**config.mk**
```make
export PLATFORM = sky130hd
export DESIGN_NAME = stack_push_pop_bus_sequencer_unit
export DESIGN_NICKNAME = d
export VERILOG_FILES = /design/src/rtl/sppb_pkg.sv /design/src/rtl/sppb_step.sv /design/src/rtl/stack_push_pop_bus_sequencer_unit.sv
export SDC_FILE = /design/constraint.sdc
export NUM_CORES = 1
export LEC_CHECK = 0
export ABC_AREA = 1
export BUFFER_PORTS_ARGS = -buffer_cell sky130_fd_sc_hd__clkbuf_2
export CAP_MARGIN = 20
export CORE_MARGIN = 2
export CORE_UTILIZATION = 45
export CTS_CLUSTER_SIZE = 24
export DETAILED_ROUTE_END_ITERATION = 8
export PLACE_DENSITY = 0.74
export SYNTH_ARGS = -nofsm -noshare
export SYNTH_HDL_FRONTEND = slang
export SYNTH_HIERARCHICAL = 1
export SYNTH_SLANG_ARGS = --single-unit
```
**constraint.sdc**
```tcl
create_clock -name clk -period 5.7 [get_ports clk]
set_input_delay 1.14 -clock clk [delete_from_list [all_inputs] [get_ports clk]]
set_output_delay 1.14 -clock clk [all_outputs]
set_load 0.02 [all_outputs]
```
**src/rtl/sppb_pkg.sv**
```systemverilog
// Package for the stack push/pop bus sequencer: types, step codes and constants.
package sppb_pkg;

	// Sequencer steps, push (U) and pop (O) flows
	typedef enum logic [4:0] {
		ST_IDLE   = 5'd0,
		ST_U_T4   = 5'd1,
		ST_U_T5   = 5'd2,
		ST_U_M2T1 = 5'd3,
		ST_U_M2T2 = 5'd4,
		ST_U_M2T3 = 5'd5,
		ST_U_M3T1 = 5'd6,
		ST_U_M3T2 = 5'd7,
		ST_U_M3T3 = 5'd8,
		ST_O_T4   = 5'd9,
		ST_O_M2T1 = 5'd10,
		ST_O_M2T2 = 5'd11,
		ST_O_M2TW = 5'd12,
		ST_O_M2T3 = 5'd13,
		ST_O_M3T1 = 5'd14,
		ST_O_M3T2 = 5'd15,
		ST_O_M3TW = 5'd16,
		ST_O_M3T3 = 5'd17
	} step_t;

	// Clock phase event codes
	localparam logic [1:0] PH_ONE_RISE = 2'd0;
	localparam logic [1:0] PH_TWO_RISE = 2'd1;
	localparam logic [1:0] PH_TWO_FALL = 2'd2;

	// Input word kinds
	localparam logic MODE_START = 1'b0;

	// Opcode decode
	localparam logic [7:0] OP_KIND_MASK = 8'hCF;
	localparam logic [7:0] OP_KIND_PUSH = 8'hC5;
	localparam logic [7:0] OP_KIND_POP  = 8'hC1;
	localparam logic [1:0] PAIR_PSW     = 2'd3;
	localparam logic [7:0] PSW_SET      = 8'h02;
	localparam logic [7:0] PSW_CLR      = 8'h28;

	// Configuration register indexes
	localparam int unsigned CFG_IDX_W = 8;
	localparam logic [CFG_IDX_W-1:0] CFG_STATUS_WRITE = 8'd0;
	localparam logic [CFG_IDX_W-1:0] CFG_STATUS_READ  = 8'd1;
	localparam logic [7:0] STATUS_WRITE_RST = 8'h04;
	localparam logic [7:0] STATUS_READ_RST  = 8'h86;

	// Stream widths
	localparam int unsigned IN_DATA_W  = 56;
	localparam int unsigned OUT_DATA_W = 64;

	typedef struct packed {
		logic       mode;
		logic [7:0] opcode;
		logic [15:0] sp_in;
		logic [7:0] push_high;
		logic [7:0] push_low;
		logic [1:0] phase;
		logic       ready_req;
		logic [7:0] data_in;
	} item_t;

	typedef struct packed {
		step_t       step;
		logic        op_is_pop;
		logic [1:0]  pair_sel;
		logic [15:0] sp;
		logic [15:0] addr_latch;
		logic [7:0]  held_high;
		logic [7:0]  held_low;
		logic [15:0] bus_address;
		logic [7:0]  bus_data;
		logic        addr_on;
		logic        data_on;
		logic        sync;
		logic        dbin;
		logic        wr_n;
		logic        wait_line;
	} seq_state_t;

	typedef struct packed {
		logic [15:0] address;
		logic        address_driven;
		logic [7:0]  data_out;
		logic        data_driven;
		logic        sync;
		logic        dbin;
		logic        write_n;
		logic        wait_flag;
		logic        done_res;
		logic [15:0] sp_out;
		logic [7:0]  pop_high;
		logic [7:0]  pop_low;
	} result_t;

	localparam seq_state_t SEQ_STATE_RST = '{
		step: ST_IDLE, op_is_pop: 1'b0, pair_sel: 2'd0, sp: 16'd0, addr_latch: 16'd0,
		held_high: 8'd0, held_low: 8'd0, bus_address: 16'd0, bus_data: 8'd0,
		addr_on: 1'b0, data_on: 1'b0, sync: 1'b0, dbin: 1'b0, wr_n: 1'b1,
		wait_line: 1'b0
	};

endpackage

```
**src/rtl/sppb_step.sv**
```systemverilog
// Next-state and bus result logic for one input word of the sequencer.
module sppb_step import sppb_pkg::*; (
	input  seq_state_t st,
	input  item_t      item,
	input  logic [7:0] status_write,
	input  logic [7:0] status_read,
	output seq_state_t nxt,
	output result_t    res
);

	logic [7:0] kind;
	logic       done;

	assign kind = item.opcode & OP_KIND_MASK;

	// Next state
	always_comb begin
		nxt  = st;
		done = 1'b0;
		if (item.mode == MODE_START) begin
			if (kind == OP_KIND_PUSH || kind == OP_KIND_POP) begin
				nxt.op_is_pop = (kind == OP_KIND_POP);
				nxt.pair_sel  = item.opcode[5:4];
				nxt.sp        = item.sp_in;
				if (kind == OP_KIND_POP) begin
					nxt.held_high = 8'd0;
					nxt.held_low  = 8'd0;
					nxt.step      = ST_O_T4;
				end else begin
					nxt.held_high = item.push_high;
					nxt.held_low  = item.push_low;
					nxt.step      = ST_U_T4;
				end
			end
		end else begin
			done = (st.step == ST_U_M3T3) || (st.step == ST_O_M3T3);
			case (item.phase)
				PH_ONE_RISE: begin
					if (st.step == ST_U_M2T3 || st.step == ST_U_M3T3) begin
						nxt.wr_n = 1'b0;
					end else if (st.step == ST_O_M2TW || st.step == ST_O_M3TW) begin
						nxt.wait_line = 1'b1;
					end else if (st.step == ST_O_M2T3 || st.step == ST_O_M3T3) begin
						nxt.wait_line = 1'b0;
					end
				end
				PH_TWO_RISE: begin
					unique case (st.step)
						ST_U_T4: nxt.addr_latch = st.sp;
						ST_U_T5: nxt.sp = st.addr_latch - 16'd1;
						ST_U_M2T1, ST_U_M3T1, ST_O_M2T1, ST_O_M3T1: begin
							// T1: latch SP, drive address and status
							nxt.addr_latch  = st.sp;
							nxt.bus_address = st.sp;
							nxt.addr_on     = 1'b1;
							nxt.bus_data    = st.step inside {ST_U_M2T1, ST_U_M3T1}
								? status_write : status_read;
							nxt.data_on     = 1'b1;
							nxt.sync        = 1'b1;
						end
						ST_U_M2T2: begin
							nxt.sp       = st.addr_latch - 16'd1;
							nxt.sync     = 1'b0;
							nxt.bus_data = st.held_high;
						end
						ST_U_M3T2: begin
							nxt.sync     = 1'b0;
							nxt.bus_data = st.held_low;
						end
						ST_O_M2T2, ST_O_M3T2: begin
							nxt.data_on = 1'b0;
							nxt.sync    = 1'b0;
							nxt.dbin    = 1'b1;
							nxt.sp      = st.addr_latch + 16'd1;
						end
						ST_O_M2TW, ST_O_M3TW: nxt.dbin = 1'b1;
						ST_O_M2T3: begin
							// POP PSW: bit 1 set, bits 3 and 5 cleared
							nxt.held_low = (st.pair_sel == PAIR_PSW)
								? ((item.data_in | PSW_SET) & ~PSW_CLR) : item.data_in;
							nxt.dbin     = 1'b0;
							nxt.addr_on  = 1'b0;
						end
						ST_O_M3T3: begin
							nxt.held_high = item.data_in;
							nxt.dbin      = 1'b0;
							nxt.addr_on   = 1'b0;
						end
						default: ;
					endcase
				end
				PH_TWO_FALL: begin
					unique case (st.step)
						ST_U_M2T3: begin
							nxt.wr_n    = 1'b1;
							nxt.addr_on = 1'b0;
							nxt.step    = ST_U_M3T1;
						end
						ST_U_M3T3: begin
							nxt.wr_n    = 1'b1;
							nxt.addr_on = 1'b0;
							nxt.step    = ST_IDLE;
						end
						ST_U_T4:   nxt.step = ST_U_T5;
						ST_U_T5:   nxt.step = ST_U_M2T1;
						ST_U_M2T1: nxt.step = ST_U_M2T2;
						ST_U_M2T2: nxt.step = ST_U_M2T3;
						ST_U_M3T1: nxt.step = ST_U_M3T2;
						ST_U_M3T2: nxt.step = ST_U_M3T3;
						ST_O_T4:   nxt.step = ST_O_M2T1;
						ST_O_M2T1: nxt.step = ST_O_M2T2;
						ST_O_M3T1: nxt.step = ST_O_M3T2;
						ST_O_M2T2, ST_O_M2TW:
							nxt.step = item.ready_req ? ST_O_M2T3 : ST_O_M2TW;
						ST_O_M3T2, ST_O_M3TW:
							nxt.step = item.ready_req ? ST_O_M3T3 : ST_O_M3TW;
						ST_O_M2T3: nxt.step = ST_O_M3T1;
						ST_O_M3T3: nxt.step = ST_IDLE;
						default: ;
					endcase
				end
				default: ;
			endcase
		end
	end

	// Bus view after the word
	always_comb begin
		res.address        = nxt.addr_on ? nxt.bus_address : 16'd0;
		res.address_driven = nxt.addr_on;
		res.data_out       = nxt.data_on ? nxt.bus_data : 8'd0;
		res.data_driven    = nxt.data_on;
		res.sync           = nxt.sync;
		res.dbin           = nxt.dbin;
		res.write_n        = nxt.wr_n;
		res.wait_flag      = nxt.wait_line;
		res.done_res       = done;
		res.sp_out         = nxt.sp;
		res.pop_high       = nxt.op_is_pop ? nxt.held_high : 8'd0;
		res.pop_low        = nxt.op_is_pop ? nxt.held_low : 8'd0;
	end

endmodule

```
**src/rtl/stack_push_pop_bus_sequencer_unit.sv**
```systemverilog
// Top level: 8080 PUSH/POP stack bus sequencer with stream ports and config port.
// Each accepted word passes the input register and then the result register.
// Throughput: one word per cycle; input register, step logic and result register
// form a single pass, so back-to-back words run at full rate under no stall.
// Reset (arst_n low, asynchronous): sequencer idle, SP and latches zero, buses
// released with write_n high, status registers at 0x04 (write) and 0x86 (read).
module stack_push_pop_bus_sequencer_unit import sppb_pkg::*; (
	input  logic                  clk,
	input  logic                  arst_n,
	// Input stream
	input  logic                  s_axis_tvalid,
	output logic                  s_axis_tready,
	// tdata: opcode[7:0], sp_in[23:8], push_high[31:24], push_low[39:32],
	//        phase[41:40], ready_req[42], data_in[50:43], zero fill[55:51]
	input  logic [IN_DATA_W-1:0]  s_axis_tdata,
	// tuser: mode[0]
	input  logic [0:0]            s_axis_tuser,
	// Output stream
	output logic                  m_axis_tvalid,
	input  logic                  m_axis_tready,
	// tdata: address[15:0], address_driven[16], data_out[24:17], data_driven[25],
	//        sync[26], dbin[27], write_n[28], wait_flag[29], sp_out[45:30],
	//        pop_high[53:46], pop_low[61:54], zero fill[63:62]
	output logic [OUT_DATA_W-1:0] m_axis_tdata,
	// tlast: done_res
	output logic                  m_axis_tlast,
	// Configuration write channel
	input  logic                  cfg_valid,
	output logic                  cfg_ready,
	input  logic [CFG_IDX_W-1:0]  cfg_index,
	input  logic [7:0]            cfg_data
);

	logic       valid_s1;
	item_t      item_s1;
	logic       out_valid_q;
	result_t    result_q;
	seq_state_t state_q;
	seq_state_t state_nxt;
	result_t    result_nxt;
	logic [7:0] status_write_q;
	logic [7:0] status_read_q;
	logic       adv;

	// Word in the input register moves on when the result register frees up
	assign adv           = valid_s1 && (!out_valid_q || m_axis_tready);
	assign s_axis_tready = !valid_s1 || adv;
	assign cfg_ready     = 1'b1;

	// Input register
	always_ff @(posedge clk or negedge arst_n) begin
		if (!arst_n) begin
			valid_s1 <= 1'b0;
		end else if (s_axis_tready) begin
			valid_s1 <= s_axis_tvalid;
		end
	end

	always_ff @(posedge clk) begin
		if (s_axis_tready && s_axis_tvalid) begin
			item_s1.mode      <= s_axis_tuser[0];
			item_s1.opcode    <= s_axis_tdata[7:0];
			item_s1.sp_in     <= s_axis_tdata[23:8];
			item_s1.push_high <= s_axis_tdata[31:24];
			item_s1.push_low  <= s_axis_tdata[39:32];
			item_s1.phase     <= s_axis_tdata[41:40];
			item_s1.ready_req <= s_axis_tdata[42];
			item_s1.data_in   <= s_axis_tdata[50:43];
		end
	end

	// Configuration registers
	always_ff @(posedge clk or negedge arst_n) begin
		if (!arst_n) begin
			status_write_q <= STATUS_WRITE_RST;
			status_read_q  <= STATUS_READ_RST;
		end else if (cfg_valid) begin
			unique case (cfg_index)
				CFG_STATUS_WRITE: status_write_q <= cfg_data;
				CFG_STATUS_READ:  status_read_q  <= cfg_data;
				default: ;
			endcase
		end
	end

	// Step logic
	sppb_step u_step (
		.st           (state_q),
		.item         (item_s1),
		.status_write (status_write_q),
		.status_read  (status_read_q),
		.nxt          (state_nxt),
		.res          (result_nxt)
	);

	// Sequencer state
	always_ff @(posedge clk or negedge arst_n) begin
		if (!arst_n) begin
			state_q <= SEQ_STATE_RST;
		end else if (adv) begin
			state_q <= state_nxt;
		end
	end

	// Result register
	always_ff @(posedge clk or negedge arst_n) begin
		if (!arst_n) begin
			out_valid_q <= 1'b0;
		end else if (adv) begin
			out_valid_q <= 1'b1;
		end else if (m_axis_tready) begin
			out_valid_q <= 1'b0;
		end
	end

	always_ff @(posedge clk) begin
		if (adv) begin
			result_q <= result_nxt;
		end
	end

	assign m_axis_tvalid = out_valid_q;
	assign m_axis_tlast  = result_q.done_res;
	assign m_axis_tdata  = {2'b00, result_q.pop_low, result_q.pop_high, result_q.sp_out,
		result_q.wait_flag, result_q.write_n, result_q.dbin, result_q.sync,
		result_q.data_driven, result_q.data_out, result_q.address_driven,
		result_q.address};

	// A word leaving the input register always lands in the result register
	a_adv_loads: assert property (@(posedge clk) disable iff (!arst_n)
		adv |=> out_valid_q)
		else $error("result register not loaded after advance");

	// A held input word blocks new words
	a_hold_blocks: assert property (@(posedge clk) disable iff (!arst_n)
		(valid_s1 && !adv) |-> !s_axis_tready)
		else $error("input accepted while input register held");

	// Shown stack pointer matches the sequencer state it came from
	a_sp_match: assert property (@(posedge clk) disable iff (!arst_n)
		adv |=> (result_q.sp_out == state_q.sp))
		else $error("result stack pointer differs from state");

endmodule

```
==> metrics.yaml, run 1 <==
placement:
  dp.cells: 1758
  dpl.hpwl_um: 19000
  postPlaceCellArea_um2: 12200
  gp_congestion: 0.926
  place_ws_ps: 2080
  io_buffers: 137
route:
  viasPerCell: 5.04
  drc: 0
  wl_um: 27900
  first_pass_iters: 5
  vias: 9081
  drtIter0Drc: 753
  wl_per_cell_um: 15.5
  ant_nets: 0
synth:
  synth-edff-count: 115
  synth-seq-area-share_pct: 52.7
  synth-main-ff-cell: "edfxtp_1"
  syn_inst: 1350
  yosysWarningCount: 6
  synth.distinct_cells: 45
  synth_async_sr_flop_share_pct: 47.5
  synth-seq-cells: 219
  synthesis.area_um2: 11500
  avgSynthCellArea_um2: 8.52
run_status:
  outcome: "finished, final reports clean"
critical_path:
  reg2reg_from: "state_q[85]"
  crit_path_max_fanout: 88
  worstPathRequired_ps: 5890
  crit_path_end_kind: "flop"
  crit_type: "in2reg"
  r2r_setup_slack_ps: 2810
  start_kind: "input port"
  startpoint: "m_axis_tready"
  crit_arrival_ps: 3270
  reg2regPathDepth: 15
  worstReg2RegEnd: "m_axis_tdata[43]"
die:
  num_io_pins: 146
  std_cell_rows: 58
  core_area_um2: 25100
  die-area_um2: 26900
  die_h_um: 164
  start_util_pct: 45.8
  die_w_um: 164
global_routing:
  busiest_layer: "met2"
  grt_pass1_vias: 8936
  met3_usage_pct: 2.58
  gr-total-overflow: 0
  grt_use_met1_pct: 26.1
  grt_max_degree: 89
  antenna_found_initial: 0
  grtUsageTotal_pct: 21.2
  grt_pass1_wl_um: 44900
  grt_use_met2_pct: 37.9
min_path:
  hold_path_startpoint: "status_read_q[7]"
  whs_path_depth: 2
  holdPathEnd: "status_read_q[7]"
  hp-class: "reg2reg"
sta:
  finalHoldViolCount: 0
  fin_crit_ps: 3080
  clock.fmax_ghz: 0.325
  fin_crit_sh_pct: 54.0
  holdWs_ps: 462
  setup-violations-final: 0
  worst_clock_skew_ps: 12.0
  finalWorstSetupSlack_ps: 2620
  slew_viol_final: 0
  grt_setup_unrepaired: "false"
  maxSlewHeadroom_pct: 31.2
  worst_slew_pin_slew_ps: 1030
  finalSetupTns_ps: 0
clock_network:
  cts_tree: "done"
  cts.reportedPaths.clkPinSlew_ps: 60
  clk_latency_ps: 520
  cts_sinks: 219
  cts_buffers: 24
  postCtsSetupBuffers: 0
  cts_max_level: 1
  root_buffer: "clkbuf_16"
  cts-resized-gates: 0
  cts.path.max_buffers: 3
  ctsHoldBuffers: 0
final_layout:
  nNetsFinal: 1550
  utilization_pct: 51.7
  finalNonFillerCells: 1802
  fin_area_um2: 13000
  drive_gt1_share_pct: 18.8
  diodes: 0
  syn2layout_area_growth_pct: 12.9
job:
  maxCapViolCount: 0
power_and_ir_drop:
  p_leak_nw: 6.42
  ir_drop_mv: 0.330
  p_total_mw: 6.24
  powerDensity_nw_per_um2: 481
[cells in the final DEF (no fill, tap or decap), drive strengths merged]
master / Yosys / layout
o21ai: 53 / 53
buf: 58 / 9
conb: 2 / 3
fa: 1 / 1
edfxtp: 115 / 115
nand2: 597 / 597
inv: 121 / 121
o31ai: 1 / 1
nor3: 3 / 3
clkbuf: 10 / 168
clkinvlp: 0 / 2
o211ai: 2 / 2
bufinv: 0 / 1
xor2: 7 / 7
a22oi: 7 / 7
a21oi: 72 / 72
o21bai: 3 / 3
dfrtp: 99 / 99
clkinv: 2 / 11
and2: 25 / 25
nand3: 61 / 61
a211oi: 1 / 1
ha: 17 / 17
o22ai: 9 / 9
o21a: 1 / 1
a31oi: 2 / 2
nor2: 74 / 74
nand4: 1 / 1
dfstp: 5 / 5
xnor2: 1 / 1
[state kept, by name, indices dropped and copies added (netlist names)]
name and count:
state_q 86, item_s1 52, m_axis_tvalid 1, valid_s1 1
m_axis_tdata 62, status_write_q 8, status_read_q 8, m_axis_tlast 1
[cells by family (layout without fill, tap and decap cells)]
kind of cell               count (synthesis)  count (layout)  share of synthesized area, %
AOI/OAI and AO/OA                        151             151                          8.31
xor gates and xnor gates                   8               8                         0.609
adders and majority gates                 18              18                          2.02
buffers and inverters                    191             312                          8.23
DFF                                      219             219                          52.7
other                                      2               3                        0.0653
and+or+nand+nor                          761             761                          28.0
[synth_stat cells, types with 3 or more instances]
library cell    n  area [um2]
nand2_1       584        2190
edfxtp_1      115        3450
inv_1         103         387
dfrtp_1        99        2480
a21oi_1        59         295
nor2_1         59         221
nand3_1        57         285
buf_4          31         233
o21ai_0        27         135
and2_1         25         156
o21ai_2        23         201
inv_2          18        67.6
ha_1           17         213
a21oi_2        13         114
buf_2          13        65.1
buf_6          11         124
clkbuf_1        9        33.8
o22ai_1         9        56.3
nor2_4          8        90.1
a22oi_1         7        52.6
xor2_1          7        61.3
nand2_2         6        37.5
dfstp_2         5         131
nand2_4         5        56.3
nand3_2         4        40.0
nor2_2          4        25.0
nor2_8          3        60.1
nor3_1          3        15.0
o21ai_1         3        15.0
o21bai_1        3        22.5
[worst max path at each step]
stage | to | slack [ps] | cells after the start
floorplan | item_s1[0] | 2790 | 4
global placement | m_axis_tdata[34] | 2070 | 6
detailed placement | m_axis_tdata[34] | 2080 | 6
CTS | m_axis_tdata[27] | 2610 | 6
global route | m_axis_tdata[37] | 2440 | 6
finish | m_axis_tdata[37] | 2620 | 6
[where the power goes]
part	internal (mW)	switching [mW]
clock	0.898	0.630
combinational	0.777	1.55
sequential	2.09	0.301
[critical path, stage by stage]
cell and delay [ps]:
clkbuf_2 80, inv_2 30, nand2_2 70, nand2_4 520
inv_4 930, buf_4 420
[layout make-up]
| cell class | instances | area [um2] |
|---|---|---|
| sequential | 219 | 6060 |
| multi-input combinational | 941 | 4500 |
| clock buffer | 32 | 692 |
| timing repair buffer | 145 | 761 |
| fill | 2355 | 12100 |
| inverter | 123 | 465 |
| clock inverter | 12 | 93.8 |
| tap | 330 | 413 |
[metal layers]
metal / vias up / wire length, um
li1: 4486 / -
met1: 4268 / 11600
met2: 271 / 13800
met3: 56 / 1390
met4: 0 / 1080
met5: - / 0
Note: power is estimated with default switching activity, not from simulation.
==> run 2: changes to the inputs <==
Settings changed: PLACE_DENSITY 0.74 to 0.76.
Clock period 5.7 ns to 2.7 ns, I/O delays scaled along.
==> run 2 against run 1 <==
  * Die area unchanged
  * Critical path type is now reg2reg
  * Register-to-register slack worse by 2600 ps
  * Highest routed layer unchanged
  * Clock power up 110%
  * Total power up 110%
  * Global-route usage up 0.52 points
  * Via count up 2.0%
==> metrics.yaml, run 2 (synthesis gave the netlist of run 1 again) <==
placement:
  gp_congestion: 0.930
  place_ws_ps: 189
  dpl.hpwl_um: 19900
  io_buffers: 137
power_and_ir_drop:
  p_total_mw: 13.3
  powerDensity_nw_per_um2: 1010
  p_leak_nw: 6.51
  ir_drop_mv: 0.688
die:
  num_io_pins: 146
  die_w_um: 164
  die-area_um2: 26900
  start_util_pct: 45.8
  std_cell_rows: 58
  die_h_um: 164
  core_area_um2: 25100
critical_path:
  crit_path_end_kind: "flop"
  crit_path_max_fanout: 10
  worstPathRequired_ps: 2960
  path_buf_inv: 1
  start_kind: "flop"
  slowest_stage: "nand2_1"
  worstPathCellList: "nor2_1 -> nand2_1 -> nand2_1 -> clkinv_1 -> a22oi_1 -> nand2_1"
  cpPeakStageDelay_ps: 560
  crit_family: "simple AND/OR/NAND/NOR gates"
  crit_arrival_ps: 2750
  crit_type: "reg2reg"
  crit_path_frequent_cell: "nand2_1"
global_routing:
  antenna_found_initial: 0
  busiest_layer: "met2"
  grtUsageTotal_pct: 21.7
  gr-total-overflow: 0
  grt_pass1_vias: 9063
  met3_usage_pct: 3.16
  grt_use_met2_pct: 38.1
  grt_use_met1_pct: 27.1
  grt_max_degree: 60
  grt_pass1_wl_um: 45900
clock_network:
  cts.path.max_buffers: 3
  postCtsSetupBuffers: 0
  cts_buffers: 24
  cts_tree: "done"
  cts_max_level: 1
  root_buffer: "clkbuf_16"
  clk_latency_ps: 520
  cts.reportedPaths.clkPinSlew_ps: 60
  cts_sinks: 219
sta:
  maxSlewHeadroom_pct: 60.0
  grt_setup_unrepaired: "false"
  finalWorstSetupSlack_ps: 210
  finalHoldViolCount: 0
  finalSetupTns_ps: 0
  setup-violations-final: 0
  clock.fmax_ghz: 0.402
  worst_slew_pin_slew_ps: 598
  worst_clock_skew_ps: 15.0
  fin_crit_ps: 2490
  fin_crit_sh_pct: 92.2
  slew_viol_final: 0
min_path:
  hp-class: "in2reg"
route:
  vias: 9261
  drc: 0
  wl_per_cell_um: 15.8
  drtIter0Drc: 726
  ant_nets: 0
  wl_um: 28700
  viasPerCell: 5.10
  first_pass_iters: 5
final_layout:
  final_common_cell: "nand2_1"
  syn2layout_area_growth_pct: 14.5
  layout_common_cells: "nand2_1 (584), clkbuf_2 (136), edfxtp_1 (115)"
  largest_reg_flops: 86
  drive_gt1_share_pct: 19.4
  diodes: 0
  nNetsFinal: 1565
  largest-register: "state_q"
run_status:
  outcome: "finished, final reports clean"
job:
  maxCapViolCount: 0
-- run 2: where the power goes --
| group | internal (mW) | total [mW] | leakage, nW | switching [mW] |
|---|---|---|---|---|
| logic | 1.71 | 5.05 | 3.63 | 3.34 |
| registers | 4.40 | 5.00 | 2.49 | 0.593 |
| clock network | 1.93 | 3.22 | 0.378 | 1.29 |
-- run 2: cell type report --
cell class	count	area, um2
Fill cell	2306	11900
Sequential cell	219	6060
Multi-Input combinational cell	941	4500
Timing Repair Buffer	160	938
Clock buffer	38	726
Inverter	123	470
Tap cell	330	413
Clock inverter	6	55.1
-- run 2: final timing paths --
| check | start | to | slack (ps) | depth (start not counted) |
|---|---|---|---|---|
| min | s_axis_tdata[41] | item_s1[10] | 200 | 1 |
| max | item_s1[44] | m_axis_tdata[40] | 210 | 6 |
| max reg2reg | item_s1[44] | m_axis_tdata[40] | 210 | 6 |
| max in group asynchronous | arst_n | status_read_q[2] | 1460 | 3 |
| min reg2reg | status_read_q[1] | status_read_q[1] | 470 | 2 |
| min in group asynchronous | arst_n | state_q[69] | 480 | 2 |
-- run 2: metal layers --
| metal | wire, um | vias up |
|---|---|---|
| met5 | 0 | - |
| met4 | 1070 | 0 |
| met3 | 1660 | 74 |
| met2 | 14200 | 315 |
| met1 | 11800 | 4345 |
| li1 | - | 4527 |
-- run 2: stage by stage --
step | hold slack, ps | instances | util, % | cell area [um2]
after floorplan | 244 | 1351 | - | 11500
after global placement | 455 | 1772 | 49.2 | 12400
after detailed placement | 461 | 1772 | 49.2 | 12400
after CTS | 181 | 1817 | 52.4 | 13200
after global routing | 183 | 1817 | 52.4 | 13200
final | 200 | 1817 | 52.4 | 13200
-- run 2: timing repair --
item | CTS | global route
resized for setup | 0 | 5
endpoints found under the setup margin | 0 | 16
hold buffers | 1 | 0
hold endpoints to repair | 21 | 0
==> run 3: changes to the inputs <==
Settings changed: PLACE_DENSITY 0.76 to 0.7.
==> run 3 against run 2 <==
  * Via count decreased by 1.0%
  * Design area up 0.51%
  * Utilization up 0.27 points
  * Clock skew up 9.7 ps
  * Non-clock buffer count down 1
  * Sequential share of layout area down 0.23 points
  * Critical path depth up 6
  * Sequential power hardly changed
  * Sequential cell count stayed put
  * Die area unchanged
  * Largest cell class unchanged
==> metrics.yaml, run 3 (synthesis gave the netlist of run 1 again) <==
sta:
  finalHoldViolCount: 0
  slew_viol_final: 0
  worst_clock_skew_ps: 24.7
  clock.fmax_ghz: 0.408
  setup-violations-final: 0
  holdWs_ps: 9.12
  worst_slew_pin_slew_ps: 982
  grt_setup_unrepaired: "false"
  finalSetupTns_ps: 0
  finalWorstSetupSlack_ps: 250
  fin_crit_ps: 2450
  fin_crit_sh_pct: 90.7
  maxSlewHeadroom_pct: 34.5
power_and_ir_drop:
  ir_drop_mv: 0.575
  p_leak_nw: 6.55
  powerDensity_nw_per_um2: 1030
  p_total_mw: 13.6
final_layout:
  n_fill_cell: 2386
  layout_common_cells: "nand2_1 (584), clkbuf_2 (136), edfxtp_1 (115)"
  fin_area_um2: 13200
  drive_gt1_share_pct: 19.8
  largest_reg_flops: 86
  syn2layout_area_growth_pct: 15.1
  nNetsFinal: 1565
  final_common_cell: "nand2_1"
  finalNonFillerCells: 1819
  utilization_pct: 52.7
  seqCellArea_um2: 6060
  multiInputGateArea_um2: 4500
  largest-register: "state_q"
global_routing:
  grt_pass1_wl_um: 45700
  grt_pass1_vias: 8960
  grt_max_degree: 88
  antenna_found_initial: 2
  grtUsageTotal_pct: 21.6
  gr-total-overflow: 0
clock_network:
  cts.reportedPaths.clkPinSlew_ps: 60
  postCtsSetupBuffers: 0
  clk_latency_ps: 530
  cts_sinks: 219
  cts_max_level: 1
  cts_tree: "done"
  cts-resized-gates: 0
  cts_buffers: 25
  root_buffer: "clkbuf_16"
  cts.path.max_buffers: 3
  ctsHoldBuffers: 0
critical_path:
  start_kind: "flop"
  crit_path_end_kind: "flop"
  crit_path_max_fanout: 16
  reg2reg_from: "state_q[85]"
  r2r_setup_slack_ps: 250
  worstPathRequired_ps: 2960
  worstReg2RegEnd: "m_axis_tdata[38]"
  crit_arrival_ps: 2710
  reg2regPathDepth: 12
  crit_type: "reg2reg"
  startpoint: "state_q[85]"
  crit_end: "m_axis_tdata[38]"
placement:
  postPlaceCellArea_um2: 12400
  gp_congestion: 0.917
  io_buffers: 137
  dpl.hpwl_um: 19800
  dp.cells: 1772
  place_ws_ps: 266
die:
  num_io_pins: 146
  std_cell_rows: 58
  die-area_um2: 26900
  start_util_pct: 45.8
  die_h_um: 164
  core_area_um2: 25100
  die_w_um: 164
run_status:
  outcome: "finished, final reports clean"
route:
  viasPerCell: 5.04
  drtIter0Drc: 782
  vias: 9167
  wl_um: 28300
  ant_nets: 0
  wl_per_cell_um: 15.6
  first_pass_iters: 5
  drc: 0
min_path:
  hp-class: "in2async"
job:
  maxCapViolCount: 0
-- run 3: critical path, cell delays in order, from the launching register on --
cell and delay (ps):
dfrtp_1 380, inv_2 90, nand2_4 90, nor2_4 100, inv_2 160, fa_1 450, nand3_1 100, nand2_1 150
a21oi_1 220, xor2_1 200, nand2_1 80, nand2_1 60, nand2_1 60
-- run 3: worst min-delay path by stage --
stage / cells after the start / start / to / slack, ps
after floorplan: 0 / arst_n / m_axis_tvalid / 240
after global placement: 2 / status_read_q[7] / status_read_q[7] / 450
after detailed placement: 2 / status_read_q[7] / status_read_q[7] / 450
after CTS: 1 / arst_n / m_axis_tvalid / 20
after global routing: 1 / arst_n / state_q[69] / 50
final: 1 / arst_n / state_q[69] / 9
-- run 3: layout make-up --
cell class,count,area share [%]
Inverter,123,3.52
Multi-Input combinational cell,941,34.0
Sequential cell,219,45.8
Clock inverter,11,1.07
Timing Repair Buffer,159,7.02
Tap cell,330,3.12
Antenna cell,1,0.0189
Clock buffer,35,5.47
-- run 3: report_power, final --
| part | leakage (nW) | internal, mW | switching [mW] |
|---|---|---|---|
| sequential | 2.49 | 4.41 | 0.580 |
| clock | 0.425 | 2.16 | 1.38 |
| combinational | 3.63 | 1.71 | 3.34 |
-- run 3: per-layer routing --
metal | vias to the layer above | share of wire, % | global-route usage [%]
met5 | - | 0.039 | 0
li1 | 4523 | - | -
met1 | 4280 | 42 | 27.3
met4 | 2 | 4.2 | 8.89
met3 | 80 | 5.1 | 3.16
met2 | 282 | 49 | 37.1
